**src/rtl/adb_pkg.sv**
```systemverilog
// ----------------------------------------------------------------------------
// adb_pkg
// Shared types and constants for the ADB mouse and keyboard device.
// ----------------------------------------------------------------------------
package adb_pkg;

   // Input item opcodes.
   localparam logic [2:0] OPC_BUS     = 3'd0;
   localparam logic [2:0] OPC_KEYDOWN = 3'd1;
   localparam logic [2:0] OPC_KEYUP   = 3'd2;
   localparam logic [2:0] OPC_MOVE    = 3'd3;
   localparam logic [2:0] OPC_BUTTON  = 3'd4;
   localparam logic [2:0] OPC_TICK    = 3'd5;

   // Result kinds.
   localparam logic [1:0] KIND_TALK   = 2'd0;
   localparam logic [1:0] KIND_MOUSE  = 2'd1;
   localparam logic [1:0] KIND_KEY    = 2'd2;
   localparam logic [1:0] KIND_CURSOR = 2'd3;

   // ADB command codes.
   localparam logic [1:0] CMD_LISTEN = 2'd2;
   localparam logic [1:0] CMD_TALK   = 2'd3;

   // Configuration register indexes.
   localparam logic [0:0] CSR_KBD_TYPE = 1'd0;
   localparam logic [0:0] CSR_MOUSE_REL = 1'd1;

   localparam int unsigned KEY_FIFO_DEPTH_DEF = 16;

   // One classified item handed from the front part to the back part.
   typedef struct packed {
      logic [2:0]  opcode;
      logic [7:0]  command_byte;
      logic [7:0]  listen_byte1;
      logic [7:0]  listen_byte2;
      logic [3:0]  random_nibble;
      logic [6:0]  key_code;
      logic [1:0]  button_index;
      logic        pressed;
      logic [15:0] move_x;
      logic [15:0] move_y;
   } item_type;

endpackage

```
**src/rtl/adb_mouse_keyboard_device.sv**
```systemverilog
// ----------------------------------------------------------------------------
// adb_mouse_keyboard_device
// ADB mouse and keyboard emulation: bus commands, key and mouse events, ticks.
// ----------------------------------------------------------------------------
// An item is accepted when start is high and busy is low; busy rises while
// the two-entry input queue is full. A non-tick item is handled in the idle
// state of the back part; its result, if any, goes to the result registers.
// A tick steps through the mouse state in relative mode and the cursor and
// mouse states in absolute mode, then a read state and an output state per
// queued key event, set by the registered read of the key FIFO memory.
// Results appear on rsp_* for one cycle with rsp_valid high and cannot be
// stalled; rsp_last marks the final result of an item. Configuration writes
// are taken at any time and should be made only while no item is in flight.
module adb_mouse_keyboard_device
   import adb_pkg::*;
#(
   parameter int unsigned KEY_FIFO_DEPTH = KEY_FIFO_DEPTH_DEF
) (
   input  logic        clock,
   input  logic        reset,
   input  logic        start,
   output logic        busy,
   input  logic [2:0]  req_opcode,
   input  logic [7:0]  req_command_byte,
   input  logic [7:0]  req_listen_byte1,
   input  logic [7:0]  req_listen_byte2,
   input  logic [3:0]  req_random_nibble,
   input  logic [6:0]  req_key_code,
   input  logic [1:0]  req_button_index,
   input  logic        req_pressed,
   input  logic signed [15:0] req_move_x,
   input  logic signed [15:0] req_move_y,
   input  logic        csr_valid,
   output logic        csr_ready,
   input  logic        csr_index,
   input  logic [7:0]  csr_data,
   output logic        rsp_valid,
   output logic [1:0]  rsp_kind,
   output logic [7:0]  rsp_target_command,
   output logic [3:0]  rsp_byte_count,
   output logic [7:0]  rsp_data0,
   output logic [7:0]  rsp_data1,
   output logic [7:0]  rsp_data2,
   output logic [7:0]  rsp_data3,
   output logic [7:0]  rsp_data4,
   output logic [7:0]  rsp_data5,
   output logic [7:0]  rsp_data6,
   output logic [7:0]  rsp_data7,
   output logic        rsp_last
);

   item_type   req_item, head;
   logic       full, avail, pop, idle;
   logic [7:0] data [8];

   assign req_item = '{req_opcode, req_command_byte, req_listen_byte1, req_listen_byte2,
                       req_random_nibble, req_key_code, req_button_index, req_pressed,
                       req_move_x, req_move_y};
   assign busy      = full;
   assign csr_ready = 1'b1;

   adb_front u_front (
      .clock(clock), .reset(reset), .push(start && !busy), .push_item(req_item),
      .full(full), .pop(pop), .avail(avail), .head(head)
   );

   adb_back #(.KEY_FIFO_DEPTH(KEY_FIFO_DEPTH)) u_back (
      .clock(clock), .reset(reset), .avail(avail), .head(head), .pop(pop), .idle(idle),
      .cfg_we(csr_valid && csr_ready), .cfg_idx(csr_index), .cfg_data(csr_data),
      .rsp_valid(rsp_valid), .rsp_kind(rsp_kind), .rsp_target_command(rsp_target_command),
      .rsp_byte_count(rsp_byte_count), .rsp_data(data), .rsp_last(rsp_last)
   );

   assign rsp_data0 = data[0];
   assign rsp_data1 = data[1];
   assign rsp_data2 = data[2];
   assign rsp_data3 = data[3];
   assign rsp_data4 = data[4];
   assign rsp_data5 = data[5];
   assign rsp_data6 = data[6];
   assign rsp_data7 = data[7];

   // The queue never pops while empty.
   assert property (@(posedge clock) disable iff (reset)
      pop |-> avail) else $error("pop from empty queue");
   // The queue is never full while the back part is idle.
   assert property (@(posedge clock) disable iff (reset)
      idle |-> !busy) else $error("busy while idle");
   // Busy only follows a queue that was filled.
   assert property (@(posedge clock) disable iff (reset)
      $rose(busy) |-> $past(start)) else $error("busy without accepted item");

endmodule

```
**src/rtl/adb_front.sv**
```systemverilog
// ----------------------------------------------------------------------------
// adb_front
// Accepts items and holds them in a short queue for the back part.
// ----------------------------------------------------------------------------
module adb_front
   import adb_pkg::*;
(
   input  logic     clock,
   input  logic     reset,
   input  logic     push,
   input  item_type push_item,
   output logic     full,
   input  logic     pop,
   output logic     avail,
   output item_type head
);

   // Two-entry queue.
   item_type   slot_ff [2];
   item_type   slot_in [2];
   logic [1:0] count_ff, count_in;

   always_comb begin
      slot_in  = slot_ff;
      count_in = count_ff;
      if (pop && count_ff != 2'd0) begin
         slot_in[0] = slot_ff[1];
         count_in   = count_in - 2'd1;
      end
      if (push) begin
         slot_in[count_in[0]] = push_item;
         count_in = count_in + 2'd1;
      end
   end

   always_ff @(posedge clock) begin
      slot_ff <= slot_in;
      if (reset) begin
         count_ff <= '0;
      end else begin
         count_ff <= count_in;
      end
   end

   assign full  = count_ff[1];
   assign avail = count_ff != 2'd0;
   assign head  = slot_ff[0];

endmodule

```
**src/rtl/adb_back.sv**
```systemverilog
// ----------------------------------------------------------------------------
// adb_back
// Executes items: device registers, key matrix, key FIFO, mouse state, and
// result sequencing.
// ----------------------------------------------------------------------------
module adb_back
   import adb_pkg::*;
#(
   parameter int unsigned KEY_FIFO_DEPTH = KEY_FIFO_DEPTH_DEF
) (
   input  logic       clock,
   input  logic       reset,
   input  logic       avail,
   input  item_type   head,
   output logic       pop,
   output logic       idle,
   input  logic       cfg_we,
   input  logic       cfg_idx,
   input  logic [7:0] cfg_data,
   output logic       rsp_valid,
   output logic [1:0] rsp_kind,
   output logic [7:0] rsp_target_command,
   output logic [3:0] rsp_byte_count,
   output logic [7:0] rsp_data [8],
   output logic       rsp_last
);

   localparam int unsigned PW = (KEY_FIFO_DEPTH > 1) ? $clog2(KEY_FIFO_DEPTH) : 1;
   localparam int unsigned CW = $clog2(KEY_FIFO_DEPTH + 1);

   typedef enum logic [4:0] {
      ST_IDLE   = 5'b00001,
      ST_CURSOR = 5'b00010,
      ST_MOUSE  = 5'b00100,
      ST_KEYRD  = 5'b01000,
      ST_KEYOUT = 5'b10000
   } state_type;

   state_type   state_ff;
   logic [7:0]  kbd_type_ff, mouse_adr_ff, mouse_hid_ff, kbd_adr_ff, leds_hi_ff, leds_lo_ff;
   logic        rel_ff;
   logic [127:0] matrix_ff;
   logic [PW-1:0] rd_ptr_ff, wr_ptr_ff;
   logic [CW-1:0] cnt_ff;
   logic [15:0] mx_ff, my_ff, lx_ff, ly_ff;
   logic [2:0]  bn_ff, brep_ff;

   // Result registers and their next values.
   logic        rsp_valid_ff, rsp_valid_in, rsp_last_ff, rsp_last_in;
   logic [1:0]  rsp_kind_ff, rsp_kind_in;
   logic [7:0]  rsp_tc_ff, rsp_tc_in;
   logic [3:0]  rsp_cnt_ff, rsp_cnt_in;
   logic [7:0]  rsp_data_ff [8];
   logic [7:0]  rsp_data_in [8];

   // Key FIFO storage.
   logic          fifo_we;
   logic [7:0]    fifo_wdata, fifo_rdata;
   adb_ram #(.WIDTH(8), .DEPTH(KEY_FIFO_DEPTH)) u_fifo (
      .clock(clock), .we(fifo_we), .waddr(wr_ptr_ff), .wdata(fifo_wdata),
      .raddr(rd_ptr_ff), .rdata(fifo_rdata)
   );

   logic [3:0] adr;
   logic [1:0] cmd, rg;
   logic       hit_m, hit_k, fifo_full;
   logic [7:0] hi_b, lo_b, ktc, mtc;
   logic [2:0] bn;
   logic [3:0] mcnt;

   assign adr   = head.command_byte[7:4];
   assign cmd   = head.command_byte[3:2];
   assign rg    = head.command_byte[1:0];
   assign hit_m = adr == mouse_adr_ff[3:0];
   assign hit_k = !hit_m && adr == kbd_adr_ff[3:0];
   assign fifo_full = cnt_ff == CW'(KEY_FIFO_DEPTH);
   assign ktc   = {kbd_adr_ff[3:0], 4'hc};
   assign mtc   = {mouse_adr_ff[3:0], 4'hc};
   assign bn    = bn_ff;
   assign mcnt  = (mouse_hid_ff == 8'd4) ? 4'd3 : 4'd2;

   // Keyboard register 2 status bytes.
   always_comb begin
      hi_b = 8'hff;
      lo_b = leds_lo_ff | 8'hf8;
      if (matrix_ff[7'h6b]) lo_b[6] = 1'b0;
      if (matrix_ff[7'h47]) lo_b[7] = 1'b0;
      if (matrix_ff[7'h37]) hi_b[0] = 1'b0;
      if (matrix_ff[7'h3a]) hi_b[1] = 1'b0;
      if (matrix_ff[7'h38]) hi_b[2] = 1'b0;
      if (matrix_ff[7'h36]) hi_b[3] = 1'b0;
      if (matrix_ff[7'h39]) hi_b[5] = 1'b0;
      if (matrix_ff[7'h75]) hi_b[6] = 1'b0;
   end

   logic start;
   assign start = state_ff == ST_IDLE && avail;
   assign pop   = start;
   assign idle  = state_ff == ST_IDLE && !avail;

   logic key_ev;
   assign key_ev = start && (head.opcode == OPC_KEYDOWN || head.opcode == OPC_KEYUP);
   assign fifo_we    = key_ev && !fifo_full;
   assign fifo_wdata = {head.opcode == OPC_KEYUP, head.key_code};

   logic mouse_chg, cur_chg;
   assign cur_chg   = mx_ff != lx_ff || my_ff != ly_ff;
   assign mouse_chg = bn != brep_ff;

   // Result produced by the current state: talk replies, reports and key drain.
   always_comb begin
      rsp_valid_in = 1'b0;
      rsp_last_in  = 1'b0;
      rsp_kind_in  = KIND_TALK;
      rsp_tc_in    = head.command_byte;
      rsp_cnt_in   = 4'd0;
      rsp_data_in  = '{default: 8'h00};
      unique case (state_ff)
         ST_IDLE: begin
            // Every talk command gets a reply, empty when nothing answers.
            if (start && head.opcode == OPC_BUS && cmd == CMD_TALK) begin
               rsp_valid_in = 1'b1;
               rsp_last_in  = 1'b1;
               if (hit_m) begin
                  if (rg == 2'd1) begin
                     rsp_cnt_in  = 4'd8;
                     rsp_data_in = '{8'h61, 8'h70, 8'h70, 8'h6c, 8'd1, 8'd44, 8'd1, 8'd3};
                  end else if (rg == 2'd3) begin
                     rsp_cnt_in     = 4'd2;
                     rsp_data_in[0] = {mouse_adr_ff[7:4], head.random_nibble};
                     rsp_data_in[1] = mouse_hid_ff;
                  end
               end else if (hit_k) begin
                  if (rg == 2'd2) begin
                     rsp_cnt_in     = 4'd2;
                     rsp_data_in[0] = hi_b;
                     rsp_data_in[1] = lo_b;
                  end else if (rg == 2'd3) begin
                     rsp_cnt_in     = 4'd2;
                     rsp_data_in[0] = {kbd_adr_ff[7:4], head.random_nibble};
                     rsp_data_in[1] = kbd_type_ff;
                  end
               end
            end
         end
         ST_CURSOR: begin
            rsp_valid_in = cur_chg;
            rsp_last_in  = cur_chg && !mouse_chg && cnt_ff == '0;
            rsp_kind_in  = KIND_CURSOR;
            rsp_tc_in    = 8'd0;
            rsp_cnt_in   = 4'd4;
            rsp_data_in  = '{mx_ff[15:8], mx_ff[7:0], my_ff[15:8], my_ff[7:0],
                             8'd0, 8'd0, 8'd0, 8'd0};
         end
         ST_MOUSE: begin
            rsp_valid_in = rel_ff ? (mx_ff != '0 || my_ff != '0 || mouse_chg) : mouse_chg;
            rsp_last_in  = rsp_valid_in && cnt_ff == '0;
            rsp_kind_in  = KIND_MOUSE;
            rsp_tc_in    = mtc;
            rsp_cnt_in   = mcnt;
            rsp_data_in[0] = (rel_ff ? {1'b0, my_ff[6:0]} : 8'd0) | (bn[0] ? 8'h00 : 8'h80);
            rsp_data_in[1] = (rel_ff ? {1'b0, mx_ff[6:0]} : 8'd0) | (bn[1] ? 8'h00 : 8'h80);
            if (mcnt == 4'd3)
               rsp_data_in[2] = (rel_ff ? {1'b0, my_ff[9:7], 1'b0, mx_ff[9:7]} : 8'd0)
                                | (bn[2] ? 8'h08 : 8'h88);
         end
         ST_KEYRD: ;
         ST_KEYOUT: begin
            rsp_valid_in   = 1'b1;
            rsp_last_in    = cnt_ff == CW'(1);
            rsp_kind_in    = KIND_KEY;
            rsp_tc_in      = ktc;
            rsp_cnt_in     = 4'd2;
            rsp_data_in[0] = fifo_rdata;
            rsp_data_in[1] = (fifo_rdata == 8'h7f) ? 8'h7f : 8'hff;
         end
         default: ;
      endcase
   end

   // Result registers.
   always_ff @(posedge clock) begin
      rsp_kind_ff <= rsp_kind_in;
      rsp_tc_ff   <= rsp_tc_in;
      rsp_cnt_ff  <= rsp_cnt_in;
      rsp_data_ff <= rsp_data_in;
      if (reset) begin
         rsp_valid_ff <= 1'b0;
         rsp_last_ff  <= 1'b0;
      end else begin
         rsp_valid_ff <= rsp_valid_in;
         rsp_last_ff  <= rsp_last_in;
      end
   end

   assign rsp_valid          = rsp_valid_ff;
   assign rsp_last           = rsp_last_ff;
   assign rsp_kind           = rsp_kind_ff;
   assign rsp_target_command = rsp_tc_ff;
   assign rsp_byte_count     = rsp_cnt_ff;
   assign rsp_data           = rsp_data_ff;

   // Main sequencer and state update.
   always_ff @(posedge clock) begin
      if (reset) begin
         state_ff <= ST_IDLE;
         kbd_type_ff <= 8'd5; rel_ff <= 1'b0;
         mouse_adr_ff <= 8'h63; mouse_hid_ff <= 8'h01; kbd_adr_ff <= 8'h62;
         leds_hi_ff <= 8'hff; leds_lo_ff <= 8'hff;
         matrix_ff <= '0; rd_ptr_ff <= '0; wr_ptr_ff <= '0; cnt_ff <= '0;
         mx_ff <= '0; my_ff <= '0; lx_ff <= '0; ly_ff <= '0;
         bn_ff <= '0; brep_ff <= '0;
      end else begin
         if (cfg_we) begin
            if (cfg_idx == CSR_KBD_TYPE) begin
               kbd_type_ff <= cfg_data;
            end else if (cfg_data[0] != rel_ff) begin
               rel_ff <= cfg_data[0]; mx_ff <= '0; my_ff <= '0;
            end
         end
         if (fifo_we) begin
            wr_ptr_ff <= (wr_ptr_ff == PW'(KEY_FIFO_DEPTH - 1)) ? '0 : wr_ptr_ff + 1'b1;
            cnt_ff <= cnt_ff + 1'b1;
         end
         unique case (state_ff)
            ST_IDLE: begin
               if (start) begin
                  case (head.opcode)
                     OPC_BUS: begin
                        if (head.command_byte[3:0] == 4'd0) begin
                           mouse_adr_ff <= 8'h63; mouse_hid_ff <= 8'h01;
                           kbd_adr_ff <= 8'h62; leds_hi_ff <= 8'hff; leds_lo_ff <= 8'hff;
                        end else if (hit_m) begin
                           if (cmd == CMD_LISTEN && rg == 2'd3) begin
                              if (head.listen_byte2 == 8'hfe)
                                 mouse_adr_ff[3:0] <= head.listen_byte1[3:0];
                              else if (head.listen_byte2 == 8'd1 || head.listen_byte2 == 8'd2
                                       || head.listen_byte2 == 8'd4)
                                 mouse_hid_ff <= head.listen_byte2;
                              else if (head.listen_byte2 == 8'd0)
                                 mouse_adr_ff <= (mouse_adr_ff & 8'hd0) | (head.listen_byte1 & 8'h2f);
                           end
                        end else if (hit_k) begin
                           if (cmd == CMD_LISTEN && rg == 2'd2) begin
                              leds_hi_ff <= head.listen_byte1; leds_lo_ff <= head.listen_byte2;
                           end else if (cmd == CMD_LISTEN && rg == 2'd3) begin
                              if (head.listen_byte2 == 8'hfe)
                                 kbd_adr_ff[3:0] <= head.listen_byte1[3:0];
                              else if (head.listen_byte2 == 8'd0)
                                 kbd_adr_ff <= (kbd_adr_ff & 8'hd0) | (head.listen_byte1 & 8'h2f);
                           end
                        end
                     end
                     OPC_KEYDOWN: matrix_ff[head.key_code] <= 1'b1;
                     OPC_KEYUP:   matrix_ff[head.key_code] <= 1'b0;
                     OPC_MOVE: begin
                        mx_ff <= rel_ff ? mx_ff + head.move_x : head.move_x;
                        my_ff <= rel_ff ? my_ff + head.move_y : head.move_y;
                     end
                     OPC_BUTTON: begin
                        if (head.button_index != 2'd3)
                           bn_ff[head.button_index] <= head.pressed;
                     end
                     OPC_TICK: state_ff <= rel_ff ? ST_MOUSE : ST_CURSOR;
                     default: ;
                  endcase
               end
            end
            ST_CURSOR: begin
               if (cur_chg) begin
                  lx_ff <= mx_ff; ly_ff <= my_ff;
               end
               state_ff <= ST_MOUSE;
            end
            ST_MOUSE: begin
               if (rsp_valid_in) begin
                  brep_ff <= bn;
               end
               if (rel_ff) begin
                  mx_ff <= '0; my_ff <= '0;
               end
               state_ff <= (cnt_ff == '0) ? ST_IDLE : ST_KEYRD;
            end
            ST_KEYRD: state_ff <= ST_KEYOUT;
            ST_KEYOUT: begin
               rd_ptr_ff <= (rd_ptr_ff == PW'(KEY_FIFO_DEPTH - 1)) ? '0 : rd_ptr_ff + 1'b1;
               cnt_ff <= cnt_ff - 1'b1;
               state_ff <= (cnt_ff == CW'(1)) ? ST_IDLE : ST_KEYRD;
            end
            default: state_ff <= ST_IDLE;
         endcase
      end
   end

   // A result never follows the key read state; results come from bus commands and ticks.
   assert property (@(posedge clock) disable iff (reset)
      rsp_valid |-> $past(state_ff) != ST_KEYRD) else $error("result from read state");
   // The key FIFO count never exceeds its depth.
   assert property (@(posedge clock) disable iff (reset)
      cnt_ff <= CW'(KEY_FIFO_DEPTH)) else $error("fifo overflow");
   // Key drain only happens with stored events.
   assert property (@(posedge clock) disable iff (reset)
      state_ff == ST_KEYOUT |-> cnt_ff != '0) else $error("drain of empty fifo");

endmodule

```
**src/rtl/adb_ram.sv**
```systemverilog
// ----------------------------------------------------------------------------
// adb_ram
// Generic single-write, single-read RAM with registered read data.
// ----------------------------------------------------------------------------
module adb_ram #(
   parameter int unsigned WIDTH = 8,
   parameter int unsigned DEPTH = 16
) (
   input  logic                                       clock,
   input  logic                                       we,
   input  logic [((DEPTH > 1) ? $clog2(DEPTH) : 1)-1:0] waddr,
   input  logic [WIDTH-1:0]                           wdata,
   input  logic [((DEPTH > 1) ? $clog2(DEPTH) : 1)-1:0] raddr,
   output logic [WIDTH-1:0]                           rdata
);

   logic [WIDTH-1:0] mem_ff [DEPTH];

   always_ff @(posedge clock) begin
      if (we) begin
         mem_ff[waddr] <= wdata;
      end
      rdata <= mem_ff[raddr];
   end

endmodule

```
**config.mk**
```make
export PLATFORM = sky130hd
export DESIGN_NAME = adb_mouse_keyboard_device
export DESIGN_NICKNAME = d
export VERILOG_FILES = /design/src/rtl/adb_pkg.sv /design/src/rtl/adb_mouse_keyboard_device.sv /design/src/rtl/adb_front.sv /design/src/rtl/adb_back.sv /design/src/rtl/adb_ram.sv
export SDC_FILE = /design/constraint.sdc
export NUM_CORES = 1
export LEC_CHECK = 0
export BUFFER_PORTS_ARGS = -buffer_cell sky130_fd_sc_hd__buf_2
export CORE_MARGIN = 3
export CORE_UTILIZATION = 40
export CTS_CLUSTER_SIZE = 12
export DETAILED_ROUTE_END_ITERATION = 7
export PLACE_DENSITY_LB_ADDON = 0.05
export SLEW_MARGIN = 15
export SYNTH_ARGS = -nofsm -noshare
export SYNTH_HDL_FRONTEND = slang
export SYNTH_HIERARCHICAL = 1
export SYNTH_SLANG_ARGS = --single-unit
```
**constraint.sdc**
```tcl
create_clock -name clock -period 5.8 [get_ports clock]
set_input_delay 0.58 -clock clock [delete_from_list [all_inputs] [get_ports clock]]
set_output_delay 0.58 -clock clock [all_outputs]
set_load 0.03 [all_outputs]
```
### Word level (Yosys, flattened, before mapping)

Memories as Yosys holds them, arrays and structs flattened. A register that Yosys moved wholly into a read port is not among the register bits.
Index checks and enable logic that the tools add are counted.

* register bits after elaboration: 480
* memory bits (writable): 128
* bits of input ports: 86
* output and inout bits: 82
* word-level logic and storage cells: 280
* memories kept: 1

* add/sub/neg operators: 8
* magnitude comparators: 6
* equality and inequality tests: 40
* muxes and demuxes: 107
* bitwise gates (word level): 10
* reductions and logical operators: 55

Memory list
* u_back.u_fifo.mem_ff: words 16, width 8, rd ports 1, clocked after memory_dff 1, wr ports 1, RTL line adb_ram.sv:17 `logic [WIDTH-1:0] mem_ff [DEPTH];`

Operator list (count)
* 16-bit 2-to-1 mux: 20
* 128-bit case mux with 2 select lines: 1
* 8-bit 2-to-1 mux: 21
* 146-bit bitwise mux: 1
* 146-bit 2-to-1 mux: 1
* 73-bit 2-to-1 mux: 2
* 128-bit AND: 1
* 128-bit NOT: 1
* 128-bit bitwise OR: 1
* 47-bit 2-to-1 mux: 2
* 40-bit case mux with 2 select lines: 1
* 73-bit demux with 1-bit select: 1
* 64-bit 2-to-1 mux: 1
* 16-bit case mux with 2 select lines: 2
* 16-bit case mux with 4 select lines: 1
* 4-bit 2-to-1 mux: 13
* 8-bit case mux with 3 select lines: 2
* 16-bit adder: 2
* 16-bit != test: 2
* 16-bit nonzero test: 2
* 5-bit case mux with 5 select lines: 1
* 8-bit bitwise OR: 3
* 7-bit 2-to-1 mux: 3
* 5-bit 2-to-1 mux: 4
* other kinds (62): 137

### Depth between registers and ports, before layout

* word-level depth: 11
* gate-level depth with buffers: 12
* mapped depth without buffers: 10

### Hierarchy

Netlist, hierarchy kept.

By module, submodules not included
* adb_back: instances 1, cells an instance 1120, area an instance 9615.5 um2, seq. area each 3543.4 um2
* adb_front: instances 1, cells an instance 403, area an instance 6396.1 um2, seq. area each 3693.5 um2
* adb_ram: instances 1, cells an instance 229, area an instance 5147.4 um2, seq. area each 4003.8 um2
* adb_mouse_keyboard_device: instances 1, cells an instance 3, area an instance 25.0 um2, seq. area each 0.0 um2

### Worst setup path after synthesis

No wires, ideal clock.

* kind: register to register
* from: reg u_front.count_ff[1]
* to: reg u_front/slot_ff[0] (netlist name) (enable)
* library setup time: 0.439 ns
* data arrival time: 3.503 ns
* data required time: 5.361 ns
* path slack: 1.858 ns
* stages on the path, launching flop included: 10
* path buffers: 1
* period minus slack after synthesis: 3.942 ns
* cell sequence: dfxtp_1 inv_1 ha_1 inv_1 nand4_4 inv_1 nand2b_1 buf_4 xnor2_1 ha_1

* longest elaborated chain between the ends: 2

RTL lines
* start, declared: RTL line adb_front.sv:21 `logic [1:0] count_ff, count_in;`
* start signal, assigned: RTL line adb_front.sv:41 `count_ff <= count_in;`
* 1-bit zero test: RTL line adb_mouse_keyboard_device.sv:63 `.clock(clock), .reset(reset), .push(start && !busy), .push_item(req_item),`
* 1-bit logical AND: RTL line adb_mouse_keyboard_device.sv:63
* end signal, assigned: RTL line adb_front.sv:37 `slot_ff <= slot_in;`
* end, declared: RTL line adb_front.sv:19 `item_type slot_ff [2];`

No other way between the ends.
A chain may end at the register's enable or synchronous reset.

==> metrics.cfg <==
[status]
status=finished clean

[setup_path]
cpMostUsedCell=inv_1
startpoint_type=register
cp_data_arrival_time_ns=4.25
slowest_delay_ns=0.64
endpoint_kind=register
cp_max_fo=75
critPathBufInv=5
crit_type=reg2reg
slowest_stage=or2_4
cp_cell_sequence=inv_1, ha_1, inv_1, nand4_4, inv_1, nand2b_4, buf_4, xnor2_1, or2_4, buf_12, mux2_4
worst_path_dominant_cell_family=buffers and inverters
required_ns=6.27

[synthesis]
synth_cells=1739
yosysWarnings=6
avgSynthCellArea_um2=12.0
netlist_area_um2=20900

[power_and_ir_drop]
switchingPower_mw=3.47
leakage_nw=9.11
seq_power_share_pct=42.7
vdd_drop_max_mv=0.242
switching_share_pct=31.5
clockPowerShare_pct=28.5
powerDensity_nw_per_um2=474
p_int_mw=7.54
p_comb_share_pct=28.8

[clock_tree]
path_clk_slew_ns=0.06
cts-root-buf=clkbuf_16
cts_made_buffers=50
cts_buffer_depth=3
clkSinkCount=455
cts_setup_buffers=0
clock_latency_ns=0.59
htreeDepth=2
holdBufCountCts=0
ctsResizeCount=0
cts_tree=built

[routing]
dr.pass1.iters=7
viasPerCell=5.26
drc_errors=0
wl_per_cell_um=20.4
drt_wl_total_mm=51.4
drt_iter0_drc=692
vias=13200
final_antenna_net_count=0

[floorplan]
start_util_pct=40.6
die_area_um2=55100
placementRows=83
ios=168
chipWidth_um=235
core_um2=51500
die_h_um=235

[place]
hpwl_mm=35.4
io_buffers=138
place_congestion=0.793
dp_slack_ns=1.95

[layout]
areaGrowthSynthToFinish_pct=11.0
fillers=4815
final_nets=1920
multi_input_area_um2=8660
drive_gt1_share_pct=23.3
seq_area_um2=11100

[global_route]
antenna_found_initial=2
overflow=0
grt_usage_pct=18.0
grt_max_degree=82
grt_pass1_wl_mm=77.9
grt_pass1_vias=13100

[sta]
clock.fmax_mhz=265
period_needed_ns=3.78
fin_ws_ns=2.02
period_share_pct=65.2
setup_viol=0
max_slew_margin_pct=25.8
whs_ns=0.178
hold_viol=0
skew_ns=0.0189
tns_ns=0
worst_slew_pin_slew_ns=1.11
rsz0062_at_grt=no
final_max_slew_viol_count=0

[run]
drv_cap=0

[worst_hold_path]
hold_path.class=in2reg

## per-stage QoR
step                utilization [%]  instances  cell area [µm²]  power (mW)
floorplan                         -       1763            21000        7.46
global placement               41.9       2423            21600        7.91
detailed placement             41.9       2423            21600        7.98
CTS                            45.1       2516            23200        11.2
global route                   45.1       2517            23200        11.7
finish                         45.1       2517            23200        11.0
## path summary, 6_finish.rpt
path,slack [ns],startpoint,depth (start not counted),end
hold reg to reg,0.44,u_back/kbd_adr_ff[6]$_SDFFE_PP1P_,1,u_back/kbd_adr_ff[6]$_SDFFE_PP1P_
hold / removal,0.18,req_listen_byte2[3],1,u_front/slot_ff[49]$_DFFE_PP_
setup reg to reg,2.02,u_front/count_ff[1]$_SDFF_PP0_,11,u_front/head[36]$_DFF_P_
setup / recovery,2.02,u_front/count_ff[1]$_SDFF_PP0_,11,u_front/head[36]$_DFF_P_
## sequential cells by signal (all words and copies together), names as in the netlist, 3 cells and up
name	count
u_back/mouse_hid_ff	8
u_back/bn	3
u_back/my_ff	16
u_back/brep_ff	3
u_back/rsp_byte_count	4
u_back/mouse_adr_ff	6
u_back/wr_ptr_ff	4
u_back/matrix_ff	8
u_back/kbd_type_ff	8
u_back/state_ff	5
u_back/kbd_adr_ff	6
u_front/slot_ff	70
u_back/lx_ff	16
u_back/rd_ptr_ff	4
u_back/rsp_data	33
u_back/mx_ff	16
u_front/head	70
u_back/leds_lo_ff	3
u_back/rsp_target_command	8
u_back/u_fifo/mem_ff	128
u_back/cnt_ff	5
u_back/ly_ff	16
u_back/u_fifo/rdata	8
## final cells by class
cell class | count | area share, %
flip-flops and latches | 455 | 47.7
multi-input cells | 1095 | 37.3
clock buffers | 75 | 6.27
repair buffers | 162 | 3.81
well taps | 680 | 3.66
clock inverters | 18 | 0.748
inverters | 31 | 0.501
diodes | 1 | 0.0108
## placed cells by master, fill, tap and decap left out, drive strengths merged, types with 20 or more instances in the layout
cell type    n
dfxtp      257
edfxtp     198
buf        162
mux2       150
nor2       148
nand2       98
clkbuf      75
a21oi       73
xor2        52
o21ai       51
mux2i       48
ha          37
a22oi       33
inv         32
mux4        32
nor4        29
conb        26
nor3        26
xnor2       23
nand3       22
nand2b      22
a222oi      20
## power groups by stage
| stage | sequential (mW) | clock [mW] | combinational, mW |
|---|---|---|---|
| detailed placement | 4.79 | 0 | 3.20 |
| CTS | 4.72 | 3.26 | 3.21 |
| finish | 4.70 | 3.14 | 3.17 |
| global placement | 4.76 | 0 | 3.15 |
| global route | 4.79 | 3.38 | 3.48 |
| floorplan | 4.37 | 0 | 3.09 |
## routing by layer
layer  global-route usage (%)  part of all wire, %
met2                     28.9                   46
met5                        0                0.014
met3                     2.72                  4.8
met1                     25.3                   47
met4                     5.60                  2.7
## worst reg2reg max path: cells and delay by family (launching register included)
| kind | cells | cell delay [ns] |
|---|---|---|
| XOR/XNOR | 1 | 0.46 |
| buffers and inverters | 5 | 1.26 |
| adder cells (fa/ha/maj) | 1 | 0.22 |
| multiplexers | 1 | 0.39 |
| flip-flops | 1 | 0.39 |
| AND/OR/NAND/NOR | 3 | 0.95 |
No activity file was read; power rests on OpenSTA's default activity.
